==> src/dq_pkg.sv <==
// ----------------------------------------------------------------------------
// dq_pkg
// Shared operation codes and status type for the circular deque.
// ----------------------------------------------------------------------------
package dq_pkg;

   localparam int DATA_W = 32;

   typedef enum logic [1:0] {
      OP_PUSH_BACK  = 2'd0,
      OP_POP_FRONT  = 2'd1,
      OP_PUSH_FRONT = 2'd2,
      OP_POP_BACK   = 2'd3
   } op_type;

   // status of one finished operation, as registered for the response
   typedef struct packed {
      logic valid;
      logic ok;
      logic pop;
      logic empty;
      logic full;
   } status_type;

endpackage

==> src/circular_deque_top.sv <==
// ----------------------------------------------------------------------------
// circular_deque_top
// Double-ended queue over a ring of DEPTH slots, holding up to DEPTH-1 items.
// ----------------------------------------------------------------------------
// One operation is taken per clock cycle (busy stays low) and its response
// appears on the rsp_ ports in the cycle after the transfer, flagged by
// rsp_valid for a single cycle; the receiver cannot stall. Status and the
// slot memory read are registered; a pop issued right after a push to the
// same slot sees the new data because the write lands at the edge that
// accepts the push. Refused operations return ok low and zero data.
module circular_deque_top #(
   parameter int DEPTH = 16
) (
   input  logic                             clock,
   input  logic                             reset,
   input  logic                             start,
   output logic                             busy,
   input  logic [1:0]                       req_op,
   input  logic signed [dq_pkg::DATA_W-1:0] req_data_in,
   output logic                             rsp_valid,
   output logic                             rsp_ok,
   output logic signed [dq_pkg::DATA_W-1:0] rsp_data_out,
   output logic                             rsp_is_empty,
   output logic                             rsp_is_full
);

   localparam int AW = $clog2(DEPTH);

   logic                             accept;
   logic                             wr_en, rd_en;
   logic [AW-1:0]                    wr_addr, rd_addr;
   logic signed [dq_pkg::DATA_W-1:0] wr_data, rd_data;
   dq_pkg::status_type               status;

   assign busy   = 1'b0;
   assign accept = start && !busy;

   dq_ctrl #(.DEPTH(DEPTH), .AW(AW)) u_ctrl (
      .clock   (clock),
      .reset   (reset),
      .accept  (accept),
      .op      (dq_pkg::op_type'(req_op)),
      .data_in (req_data_in),
      .wr_en   (wr_en),
      .wr_addr (wr_addr),
      .wr_data (wr_data),
      .rd_en   (rd_en),
      .rd_addr (rd_addr),
      .status  (status)
   );

   dq_ram #(.DEPTH(DEPTH), .AW(AW)) u_ram (
      .clock   (clock),
      .wr_en   (wr_en),
      .wr_addr (wr_addr),
      .wr_data (wr_data),
      .rd_en   (rd_en),
      .rd_addr (rd_addr),
      .rd_data (rd_data)
   );

   assign rsp_valid    = status.valid;
   assign rsp_ok       = status.ok;
   assign rsp_data_out = (status.ok && status.pop) ? rd_data : '0;
   assign rsp_is_empty = status.empty;
   assign rsp_is_full  = status.full;

endmodule

==> src/dq_ram.sv <==
// ----------------------------------------------------------------------------
// dq_ram
// Slot store: one write port, one read port, registered read data.
// ----------------------------------------------------------------------------
module dq_ram #(
   parameter int DEPTH = 16,
   parameter int AW    = 4
) (
   input  logic                             clock,
   input  logic                             wr_en,
   input  logic [AW-1:0]                    wr_addr,
   input  logic signed [dq_pkg::DATA_W-1:0] wr_data,
   input  logic                             rd_en,
   input  logic [AW-1:0]                    rd_addr,
   output logic signed [dq_pkg::DATA_W-1:0] rd_data
);

   logic signed [dq_pkg::DATA_W-1:0] mem [DEPTH];
   logic signed [dq_pkg::DATA_W-1:0] rd_data_ff;

   always_ff @(posedge clock) begin
      if (wr_en) begin
         mem[wr_addr] <= wr_data;
      end
   end

   always_ff @(posedge clock) begin
      if (rd_en) begin
         rd_data_ff <= mem[rd_addr];
      end
   end

   assign rd_data = rd_data_ff;

endmodule

==> src/dq_ctrl.sv <==
// ----------------------------------------------------------------------------
// dq_ctrl
// Ring pointers, full and empty decode, slot access and response status.
// ----------------------------------------------------------------------------
module dq_ctrl #(
   parameter int DEPTH = 16,
   parameter int AW    = 4
) (
   input  logic                             clock,
   input  logic                             reset,
   input  logic                             accept,
   input  dq_pkg::op_type                   op,
   input  logic signed [dq_pkg::DATA_W-1:0] data_in,
   output logic                             wr_en,
   output logic [AW-1:0]                    wr_addr,
   output logic signed [dq_pkg::DATA_W-1:0] wr_data,
   output logic                             rd_en,
   output logic [AW-1:0]                    rd_addr,
   output dq_pkg::status_type               status
);

   localparam logic [AW-1:0] LAST = AW'(DEPTH - 1);

   logic [AW-1:0]      front_ff, front_in;
   logic [AW-1:0]      rear_ff, rear_in;
   dq_pkg::status_type status_ff, status_in;

   logic [AW-1:0] front_next, front_prev, rear_next, rear_prev;
   logic          empty_now, full_now, ok, is_pop;

   assign front_next = (front_ff == LAST) ? '0 : front_ff + AW'(1);
   assign front_prev = (front_ff == '0) ? LAST : front_ff - AW'(1);
   assign rear_next  = (rear_ff == LAST) ? '0 : rear_ff + AW'(1);
   assign rear_prev  = (rear_ff == '0) ? LAST : rear_ff - AW'(1);

   assign empty_now = (front_ff == rear_ff);
   assign full_now  = (rear_next == front_ff);

   always_comb begin
      front_in = front_ff;
      rear_in  = rear_ff;
      wr_en    = 1'b0;
      wr_addr  = rear_next;
      rd_en    = 1'b0;
      rd_addr  = front_next;
      ok       = 1'b0;
      is_pop   = 1'b0;
      case (op)
         dq_pkg::OP_PUSH_BACK: begin
            ok       = !full_now;
            wr_addr  = rear_next;
            wr_en    = accept && ok;
            if (wr_en) rear_in = rear_next;
         end
         dq_pkg::OP_POP_FRONT: begin
            ok       = !empty_now;
            is_pop   = 1'b1;
            rd_addr  = front_next;
            rd_en    = accept && ok;
            if (rd_en) front_in = front_next;
         end
         dq_pkg::OP_PUSH_FRONT: begin
            ok       = !full_now;
            wr_addr  = front_ff;
            wr_en    = accept && ok;
            if (wr_en) front_in = front_prev;
         end
         default: begin
            ok       = !empty_now;
            is_pop   = 1'b1;
            rd_addr  = rear_ff;
            rd_en    = accept && ok;
            if (rd_en) rear_in = rear_prev;
         end
      endcase
   end

   assign wr_data = data_in;

   // flags after the step, from the updated pointers
   always_comb begin
      status_in.valid = accept;
      status_in.ok    = ok;
      status_in.pop   = is_pop;
      status_in.empty = (front_in == rear_in);
      status_in.full  = (((rear_in == LAST) ? '0 : rear_in + AW'(1)) == front_in);
   end

   always_ff @(posedge clock) begin
      if (reset) begin
         front_ff        <= '0;
         rear_ff         <= '0;
         status_ff.valid <= 1'b0;
      end else begin
         front_ff        <= front_in;
         rear_ff         <= rear_in;
         status_ff.valid <= status_in.valid;
      end
      status_ff.ok    <= status_in.ok;
      status_ff.pop   <= status_in.pop;
      status_ff.empty <= status_in.empty;
      status_ff.full  <= status_in.full;
   end

   assign status = status_ff;

endmodule

==> config.mk <==
export PLATFORM = sky130hd
export DESIGN_NAME = circular_deque_top
export DESIGN_NICKNAME = d
export VERILOG_FILES = /design/src/dq_pkg.sv /design/src/circular_deque_top.sv /design/src/dq_ram.sv /design/src/dq_ctrl.sv
export SDC_FILE = /design/constraint.sdc
export NUM_CORES = 1
export LEC_CHECK = 0
export ABC_AREA = 1
export BUFFER_PORTS_ARGS = -buffer_cell sky130_fd_sc_hd__buf_2
export CAP_MARGIN = 30
export CORE_ASPECT_RATIO = 1.25
export CORE_MARGIN = 5
export CORE_UTILIZATION = 67
export CTS_CLUSTER_SIZE = 24
export DETAILED_ROUTE_END_ITERATION = 7
export GPL_ROUTABILITY_DRIVEN = 0
export PLACE_DENSITY_LB_ADDON = 0.1
export SYNTH_ARGS = -nofsm -noshare
export SYNTH_HDL_FRONTEND = slang
export SYNTH_SLANG_ARGS = --single-unit
==> constraint.sdc <==
create_clock -name clock -period 5.2 [get_ports clock]
set_input_delay 1.04 -clock clock [delete_from_list [all_inputs] [get_ports clock]]
set_output_delay 1.04 -clock clock [all_outputs]
set_load 0.1 [all_outputs]
==> flow_metrics.env, run 1 <==
export IMPL_io_buffers=72
export IMPL_seq_area_frac_synth_pct=71.3
export IMPL_ant_nets=0
export IMPL_yosysTopAreaCellShare_pct=70.2
export IMPL_grt_pass1_vias=14200
export IMPL_finalWirelength_mm=53.4
export IMPL_worstPathMaxFanout=23
export IMPL_path_cells="inv_4, ha_1, xnor2_1, nand2_1, inv_1, nand2_1, o21ai_4, nor2_1, nand3_1, nor2_4, buf_4"
export IMPL_finalSetupViolations=0
export IMPL_worstHoldEndpoint="u_ram.rd_data[15]$_DFFE_PP_"
export IMPL_grt_max_degree=125
export IMPL_fp_dieH_um=218
export IMPL_cts_root_buf="clkbuf_16"
export IMPL_drt_iter0_drc=1859
export IMPL_top_layer_used="met4"
export IMPL_multiInputGateArea_um2=5160
export IMPL_n_antenna_cell=0
export IMPL_cts_resized_gates=0
export IMPL_numCtsBuffers=51
export IMPL_required_ps=5460
export IMPL_netlist_instances=1984
export IMPL_worstSetupPathType="reg -> reg"
export IMPL_cts_tree="yes"
export IMPL_hold_viol=0
export IMPL_max_freq_mhz=266
export IMPL_min_period_over_period_pct=72.4
export IMPL_critical_path_max_stage_delay_ps=830
export IMPL_worstRegToRegCells=11
export IMPL_async_flop_share_pct=0
export IMPL_holdPathStages=4
export IMPL_cts_buffer_depth=3
export IMPL_crit_arrival_ps=4030
export IMPL_drt_met1_wl_mm=21.4
export IMPL_yosysTopAreaCell="edfxtp_1"
export IMPL_synth_cell_types=35
export IMPL_irDropWorstVdd_v=0.000341
export IMPL_crit_top_cell="nand2_1"
export IMPL_wl_met3_mm=4.12
export IMPL_vias=14900
export IMPL_crit_buf_inv=3
export IMPL_ioPinCount=74
export IMPL_crit_family="simple AND/OR/NAND/NOR gates"
export IMPL_setup_tns_ps=0
export IMPL_drive_above_1_share_pct=10.7
export IMPL_overflow=0
export IMPL_clkTransAtPathRegs_ps=60
export IMPL_slew_limit_headroom_pct=33.3
export IMPL_dp_hpwl_mm=31.8
export IMPL_slew_violations=0
export IMPL_r2r_end="u_ram.mem[6][3]$_DFFE_PP_"
export IMPL_drc=0
export IMPL_synth_seq_cells=557
export IMPL_leakagePower_uw=0.00985
export IMPL_worstSetupEndpointType="flop"
export IMPL_nets=2081
export IMPL_vias_per_cell=5.88
export IMPL_clk_latency_ps=560
export IMPL_met2WireLength_mm=26.5
export IMPL_die_w_um=177
export IMPL_synth_nets=2030
export IMPL_p_per_area_nw_per_um2=398
export IMPL_fillers=2268
export IMPL_post_drt_wl_per_cell_um=21.0
export IMPL_syn_area_um2=23300
export IMPL_worst_pin_slew_ps=995
export IMPL_regArea_um2=16600
export IMPL_grt_usage_pct=27.7
export IMPL_cts_sinks=557
export IMPL_postCtsSetupBuffers=0
export IMPL_final_common_cell="edfxtp_1"
export IMPL_coreArea_um2=34400
export IMPL_holdWs_ps=680
export IMPL_rsz0062_at_grt="false"
export IMPL_timing_reg2reg_setup_slack_ps=1440
export IMPL_ctsHtreeMaxLevel=2
export IMPL_drt_pass1_iter_count=6
export IMPL_avgSynthCellArea_um2=11.7
export IMPL_max_cap_violations=0
export IMPL_synth_area_leaders="edfxtp_1, inv_1, a21oi_1, o21ai_0, nand2_1"
export IMPL_fp_row_count=76
export IMPL_die_area_um2=38600
export IMPL_area_growth_pct=11.4
export IMPL_finClkSkew_ps=11.8
export IMPL_min_period_ps=3760
export IMPL_yosysWarnings=0
export IMPL_status="finished, final reports clean"
export IMPL_layout_common_cells="edfxtp_1, inv_1, nand2_1"
export IMPL_min_from="u_ram.mem[0][15]$_DFFE_PP_"
export IMPL_synth_edff_count=544
export IMPL_antenna_found_initial=0
export IMPL_ys_flop_type="edfxtp_1"
export IMPL_min_path_type="reg -> reg"
export IMPL_worstSetupStartpointType="flop"
export IMPL_r2r_start="u_ctrl.rear_ff[0]$_SDFF_PP0_"
export IMPL_postCtsHoldBufs=0
export IMPL_grt_pass1_wl_mm=81.3
export IMPL_cp_slowest_cell="nor2_4"
export IMPL_initial_core_util_pct=67.6
metal layers:
layer / track usage, % / up-vias
met5: 0 / -
met4: 7.22 / 0
met3: 3.79 / 86
met2: 46.8 / 660
met1: 38.8 / 7158
li1: - / 7044
cells by family after synthesis:
| kind of cell | Yosys count | share of synthesized area [%] |
|---|---|---|
| flops | 557 | 71.3 |
| compound gates | 490 | 11.9 |
| simple gates | 486 | 8.87 |
| buf+inv | 437 | 7.28 |
| fa+ha+maj | 9 | 0.484 |
| xor+xnor | 4 | 0.151 |
| other cells | 1 | 0.0161 |
power by group:
part	switching [uW]	internal [uW]	total [uW]	leakage, uW
Clock	1540	1990	3530	0.000759
Combinational	1260	419	1680	0.00408
Sequential	44.0	5060	5100	0.00502
Total	2840	7470	10300	0.00985
layout make-up:
class | count | share of cell area, %
Sequential cell | 557 | 64.0
Multi-Input combinational cell | 990 | 19.9
Clock buffer | 63 | 5.10
Inverter | 321 | 4.66
Timing Repair Buffer | 114 | 3.19
Tap cell | 468 | 2.26
Clock inverter | 29 | 0.898
cell usage after synthesis (2+ instances only):
cell / instances
clkbuf_1: 63
inv_2: 7
nand3_1: 151
a31oi_1: 2
nor2_2: 2
nor2_1: 73
o21ai_0: 187
nand2_2: 5
ha_1: 9
a21oi_1: 188
a21oi_2: 2
nand2_1: 245
nand3b_1: 2
o221ai_1: 25
buf_1: 21
nand4_1: 3
nor3_1: 2
edfxtp_1: 544
o211ai_1: 79
dfxtp_1: 13
inv_1: 313
buf_2: 29
buf_4: 2
xnor2_1: 3
o21ai_1: 4
state kept, by name, summed over array words and instances (netlist names):
name             cells
u_ram.rd_data       32
u_ctrl.front_ff      4
u_ctrl.status        5
u_ctrl.rear_ff       4
u_ram.mem          512
tightest hold or removal path, delay by kind of cell (launching register included):
family / cells / cell delay, ps
flip-flops: 1 / 320
AO/OA/AOI/OAI: 1 / 80
AND/OR/NAND/NOR: 3 / 190
how the worst max path moves through the flow:
stage                                  from                          end  slack, ps  depth (start not counted)
6_report       u_ctrl.rear_ff[0]$_SDFF_PP0_    u_ram.mem[6][3]$_DFFE_PP_       1440                         11
5_1_grt        u_ctrl.rear_ff[0]$_SDFF_PP0_    u_ram.mem[6][3]$_DFFE_PP_       1230                         11
4_1_cts        u_ctrl.rear_ff[0]$_SDFF_PP0_    u_ram.mem[6][3]$_DFFE_PP_       1470                         11
3_5_place_dp                      req_op[1]  u_ram.rd_data[19]$_DFFE_PP_       1240                         11
3_3_place_gp                      req_op[0]  u_ram.rd_data[19]$_DFFE_PP_       1300                         11
2_1_floorplan                     req_op[0]   u_ram.mem[13][0]$_DFFE_PP_       1420                          9
per-stage QoR:
stage          std cells  utilization [%]  cell area, um2  setup slack [ps]  power (uW)
5_1_grt             2542             75.3           25900              1230       10700
6_report            2542             75.3           25900              1440       10300
2_1_floorplan       1984                -           23300              1420        6360
3_3_place_gp        2446             70.5           24300              1300        6820
3_5_place_dp        2450             70.8           24400              1240        6860
4_1_cts             2542             75.3           25900              1470       10300
Note: power is estimated with default switching activity, not from simulation.
==> inputs of run 2 (changes only) <==
CORE_UTILIZATION = 56   (was 67)
clock period = 3.1 ns   (was 5.2 ns; I/O delays follow)
==> flow_metrics.env, run 2 (synthesis gave the netlist of run 1 again) <==
export IMPL_drt_iter0_drc=1310
export IMPL_final_common_cell="edfxtp_1"
export IMPL_slew_limit_headroom_pct=59.9
export IMPL_min_period_ps=2920
export IMPL_worstSetupPathType="reg -> reg"
export IMPL_postPlaceCellArea_um2=25200
export IMPL_setup_tns_ps=0
export IMPL_ant_nets=0
export IMPL_largest_reg_flops=512
export IMPL_die_w_um=192
export IMPL_path_cells="inv_2, ha_1, xnor2_1, nand2_1, inv_1, nand2_1, o21ai_4, nor2_1, nand3_1, nor2_4, buf_12"
export IMPL_die_area_um2=45800
export IMPL_share_comb_of_total_power_pct=16.9
export IMPL_crit_buf_inv=3
export IMPL_fillers=3171
export IMPL_coreArea_um2=41100
export IMPL_min_from="reset"
export IMPL_grt_usage_pct=23.4
export IMPL_power_internal_uw=12700
export IMPL_instances_no_fill=2671
export IMPL_drt_pass1_iter_count=5
export IMPL_numCtsBuffers=53
export IMPL_worstSetupStartpointType="flop"
export IMPL_cts_resized_gates=0
export IMPL_multiInputGateArea_um2=5230
export IMPL_fin_ws_ps=181
export IMPL_postCtsHoldBufs=0
export IMPL_finClkSkew_ps=14.3
export IMPL_overflow=0
export IMPL_min_path_type="in -> reg"
export IMPL_critPathLaunch="u_ctrl.rear_ff[1]$_SDFF_PP0_"
export IMPL_finalWirelength_mm=53.3
export IMPL_final_util_pct=65.1
export IMPL_initial_core_util_pct=56.6
export IMPL_worstSetupEndpointType="flop"
export IMPL_postCtsSetupBuffers=0
export IMPL_post_drt_wl_per_cell_um=20.0
export IMPL_cts_root_buf="clkbuf_16"
export IMPL_clkTransAtPathRegs_ps=70
export IMPL_place_inst=2574
export IMPL_p_seq_share_pct=48.6
export IMPL_grt_pass1_wl_mm=82.8
export IMPL_min_period_over_period_pct=94.2
export IMPL_grt_pass1_vias=14400
export IMPL_critical_path_max_stage_delay_ps=460
export IMPL_required_ps=3370
export IMPL_regMostFlops="u_ram.mem"
export IMPL_n_antenna_cell=0
export IMPL_drc=0
export IMPL_finalSetupViolations=0
export IMPL_io_buffers=72
export IMPL_clockPowerShare_pct=34.5
export IMPL_status="finished, final reports clean"
export IMPL_r2r_start="u_ctrl.rear_ff[1]$_SDFF_PP0_"
export IMPL_fp_dieH_um=238
export IMPL_max_cap_violations=0
export IMPL_slew_violations=0
export IMPL_timing_reg2reg_setup_slack_ps=180
export IMPL_irDropWorstVdd_v=0.000469
export IMPL_antenna_found_initial=0
export IMPL_layout_common_cells="edfxtp_1, inv_1, nand2_1"
export IMPL_regArea_um2=16600
export IMPL_power_switching_uw=4820
export IMPL_drive_above_1_share_pct=13.9
export IMPL_grt_max_degree=87
export IMPL_final_area_um2=26800
export IMPL_cts_buffer_depth=3
export IMPL_cp_slowest_cell="dfxtp_1"
export IMPL_vias=14900
export IMPL_crit_family="simple AND/OR/NAND/NOR gates"
export IMPL_ioPinCount=74
export IMPL_cts_sinks=557
export IMPL_hold_viol=0
export IMPL_vias_per_cell=5.58
export IMPL_crit_arrival_ps=3180
export IMPL_max_freq_mhz=343
export IMPL_ctsHtreeMaxLevel=2
export IMPL_area_growth_pct=15.1
export IMPL_clk_latency_ps=570
export IMPL_dp_hpwl_mm=31.9
export IMPL_crit_top_cell="nand2_1"
export IMPL_leakagePower_uw=0.0102
export IMPL_rsz0062_at_grt="false"
export IMPL_fp_row_count=83
export IMPL_cts_tree="yes"
export IMPL_p_per_area_nw_per_um2=656
export IMPL_worstPathMaxFanout=17
export IMPL_dp_slack_ps=178
export IMPL_switching_share_pct=27.5
export IMPL_worst_pin_slew_ps=599
export IMPL_nets=2123
run 2: worst paths after layout:
path                                         to  cells after the start
setup reg to reg     u_ram.mem[6][27]$_DFFE_PP_                     11
hold reg to reg      u_ram.rd_data[6]$_DFFE_PP_                      4
hold / removal    u_ctrl.front_ff[3]$_SDFF_PP0_                      2
setup / recovery     u_ram.mem[6][27]$_DFFE_PP_                     11
run 2: layer usage:
layer  global-route usage, %  share of wire [%]  wire length [um]
met5                       0                  0                 0
met4                    5.27                1.9              1010
met2                    38.3                 48             25800
met1                    33.9                 43             23000
met3                    3.31                6.5              3470
run 2: power groups by stage:
stage               clock network [uW]  registers, uW  logic, uW
floorplan                            0           8740       1950
global placement                     0           8700       2930
detailed placement                   0           8700       2970
CTS                               6170           8540       2980
global route                      6480           8550       3260
finish                            6050           8540       2970
run 2: cell type report:
cell class / instances / share of cell area [%]
clock buffers: 76 / 5.43
repair buffers: 154 / 5.42
flip-flops and latches: 557 / 62.0
inverters: 321 / 4.51
well taps: 552 / 2.58
multi-input cells: 990 / 19.5
clock inverters: 21 / 0.574
run 2: per-stage QoR:
step	total power (uW)	hold slack, ps
2_1_floorplan	10700	633
6_report	17600	331
3_3_place_gp	11600	669
5_1_grt	18300	330
3_5_place_dp	11700	681
4_1_cts	17700	310
==> inputs of run 3 (changes only) <==
CORE_UTILIZATION = 40   (was 56)
clock period = 3.3 ns   (was 3.1 ns; I/O delays follow)
==> flow_metrics.env, run 3 (synthesis gave the netlist of run 1 again) <==
export IMPL_post_drt_wl_per_cell_um=20.2
export IMPL_slew_violations=0
export IMPL_die_area_um2=63100
export IMPL_worstHoldEndpoint="u_ctrl.status[4]$_SDFF_PP0_"
export IMPL_worstRegToRegCells=11
export IMPL_ioPinCount=74
export IMPL_place_inst=2758
export IMPL_cts_resized_gates=0
export IMPL_slew_limit_headroom_pct=54.8
export IMPL_switching_share_pct=27.6
export IMPL_crit_arrival_ps=2420
export IMPL_r2r_start="u_ctrl.rear_ff[0]$_SDFF_PP0_"
export IMPL_cts_buffer_depth=3
export IMPL_worst_pin_slew_ps=676
export IMPL_final_common_cell="edfxtp_1"
export IMPL_power_switching_uw=4680
export IMPL_worstSetupEndpointType="output port"
export IMPL_drive_above_1_share_pct=13.1
export IMPL_grt_usage_pct=18.3
export IMPL_ctsHtreeMaxLevel=2
export IMPL_ant_nets=0
export IMPL_dp_hpwl_mm=33.6
export IMPL_holdPathStages=2
export IMPL_initial_core_util_pct=40.6
export IMPL_fp_dieH_um=280
export IMPL_antenna_found_initial=4
export IMPL_finalSetupViolations=0
export IMPL_min_period_over_period_pct=93.4
export IMPL_coreArea_um2=57400
export IMPL_final_area_um2=27000
export IMPL_clkTransAtPathRegs_ps=60
export IMPL_nets=2112
export IMPL_postPlaceCellArea_um2=25300
export IMPL_setup_tns_ps=0
export IMPL_min_path_type="in -> reg"
export IMPL_r2r_end="u_ram.mem[5][14]$_DFFE_PP_"
export IMPL_rsz0062_at_grt="false"
export IMPL_leakagePower_uw=0.0102
export IMPL_irDropWorstVdd_v=0.000446
export IMPL_numCtsBuffers=56
export IMPL_max_freq_mhz=324
export IMPL_drc=0
export IMPL_required_ps=2640
export IMPL_total_power_uw=16900
export IMPL_grt_pass1_wl_mm=88.8
export IMPL_overflow=0
export IMPL_min_from="reset"
export IMPL_largest_reg_flops=512
export IMPL_finClkSkew_ps=17.4
export IMPL_clk_latency_ps=600
export IMPL_drt_pass1_iter_count=5
export IMPL_timing_reg2reg_setup_slack_ps=310
export IMPL_cts_sinks=557
export IMPL_vias=14800
export IMPL_finalWirelength_mm=57.9
export IMPL_die_w_um=226
export IMPL_regMostFlops="u_ram.mem"
export IMPL_io_buffers=72
export IMPL_fp_row_count=98
export IMPL_clockPowerShare_pct=36.4
export IMPL_p_seq_share_pct=47.5
export IMPL_instances_no_fill=2861
export IMPL_fillers=5221
export IMPL_postCtsSetupBuffers=0
export IMPL_hold_viol=0
export IMPL_power_internal_uw=12300
export IMPL_cts_root_buf="clkbuf_16"
export IMPL_share_comb_of_total_power_pct=16.1
export IMPL_worstSetupPathType="reg -> out"
export IMPL_grt_pass1_vias=14400
export IMPL_layout_common_cells="edfxtp_1, inv_1, nand2_1"
export IMPL_drt_iter0_drc=1278
export IMPL_cts_tree="yes"
export IMPL_p_per_area_nw_per_um2=627
export IMPL_status="finished, final reports clean"
export IMPL_area_growth_pct=16.0
export IMPL_worstPathMaxFanout=17
export IMPL_worstSetupStartpointType="flop"
export IMPL_grt_max_degree=93
export IMPL_min_period_ps=3080
export IMPL_max_cap_violations=0
export IMPL_vias_per_cell=5.16
export IMPL_postCtsHoldBufs=0
run 3: critical path, cell delays in order (launching register included):
cell and delay [ps]:
dfxtp_1 340, nand2_2 330, buf_4 400, nor2_2 250
buf_2 480
run 3: final cells by class:
cell class / count / area (um2) / share of cell area [%]
inverters: 321 / 1210 / 4.47
clock inverters: 28 / 259 / 0.959
repair buffers: 140 / 1310 / 4.85
flip-flops and latches: 557 / 16600 / 61.5
multi-input cells: 990 / 5200 / 19.3
well taps: 750 / 938 / 3.47
clock buffers: 74 / 1490 / 5.52
diodes: 1 / 2.50 / 0.00927
run 3: metrics by stage:
step / utilization (%) / setup slack, ps / hold slack [ps]
6_report: 47.1 / 218 / 353
5_1_grt: 47.1 / 68.1 / 338
4_1_cts: 47.1 / 133 / 321
3_5_place_dp: 44.0 / 289 / 676
3_3_place_gp: 44.0 / 293 / 665
2_1_floorplan: - / -124 / 633
run 3: power groups by stage:
| stage | Sequential [uW] | Combinational (uW) | Clock [uW] |
|---|---|---|---|
| after global routing | 8050 | 3020 | 6620 |
| after floorplan | 8220 | 1820 | 0 |
| after CTS | 8040 | 2770 | 6330 |
| final | 8040 | 2730 | 6150 |
| after detailed placement | 8190 | 2760 | 0 |
| after global placement | 8190 | 2740 | 0 |
run 3: how the worst max path moves through the flow:
stage                                            start                           to  slack, ps  cells past startpoint
final                         u_ctrl.status[3]$_DFF_P_             rsp_data_out[13]        220                      4
after detailed placement                     req_op[0]  u_ram.rd_data[14]$_DFFE_PP_        290                     10
after floorplan           u_ctrl.rear_ff[0]$_SDFF_PP0_   u_ram.mem[10][0]$_DFFE_PP_       -120                     11
after global placement                       req_op[0]  u_ram.rd_data[14]$_DFFE_PP_        290                     10
after global routing          u_ctrl.status[3]$_DFF_P_             rsp_data_out[13]         70                      4
after CTS                     u_ctrl.status[3]$_DFF_P_             rsp_data_out[13]        130                      4
run 3: per-layer routing:
| layer | part of all wire (%) | GRT usage [%] | vias to the layer above |
|---|---|---|---|
| met5 | 0.022 | 0 | - |
| met4 | 2.0 | 4.36 | 2 |
| met3 | 4.8 | 2.97 | 76 |
| met2 | 47 | 29.7 | 328 |
| met1 | 46 | 25.9 | 7224 |
| li1 | - | - | 7123 |
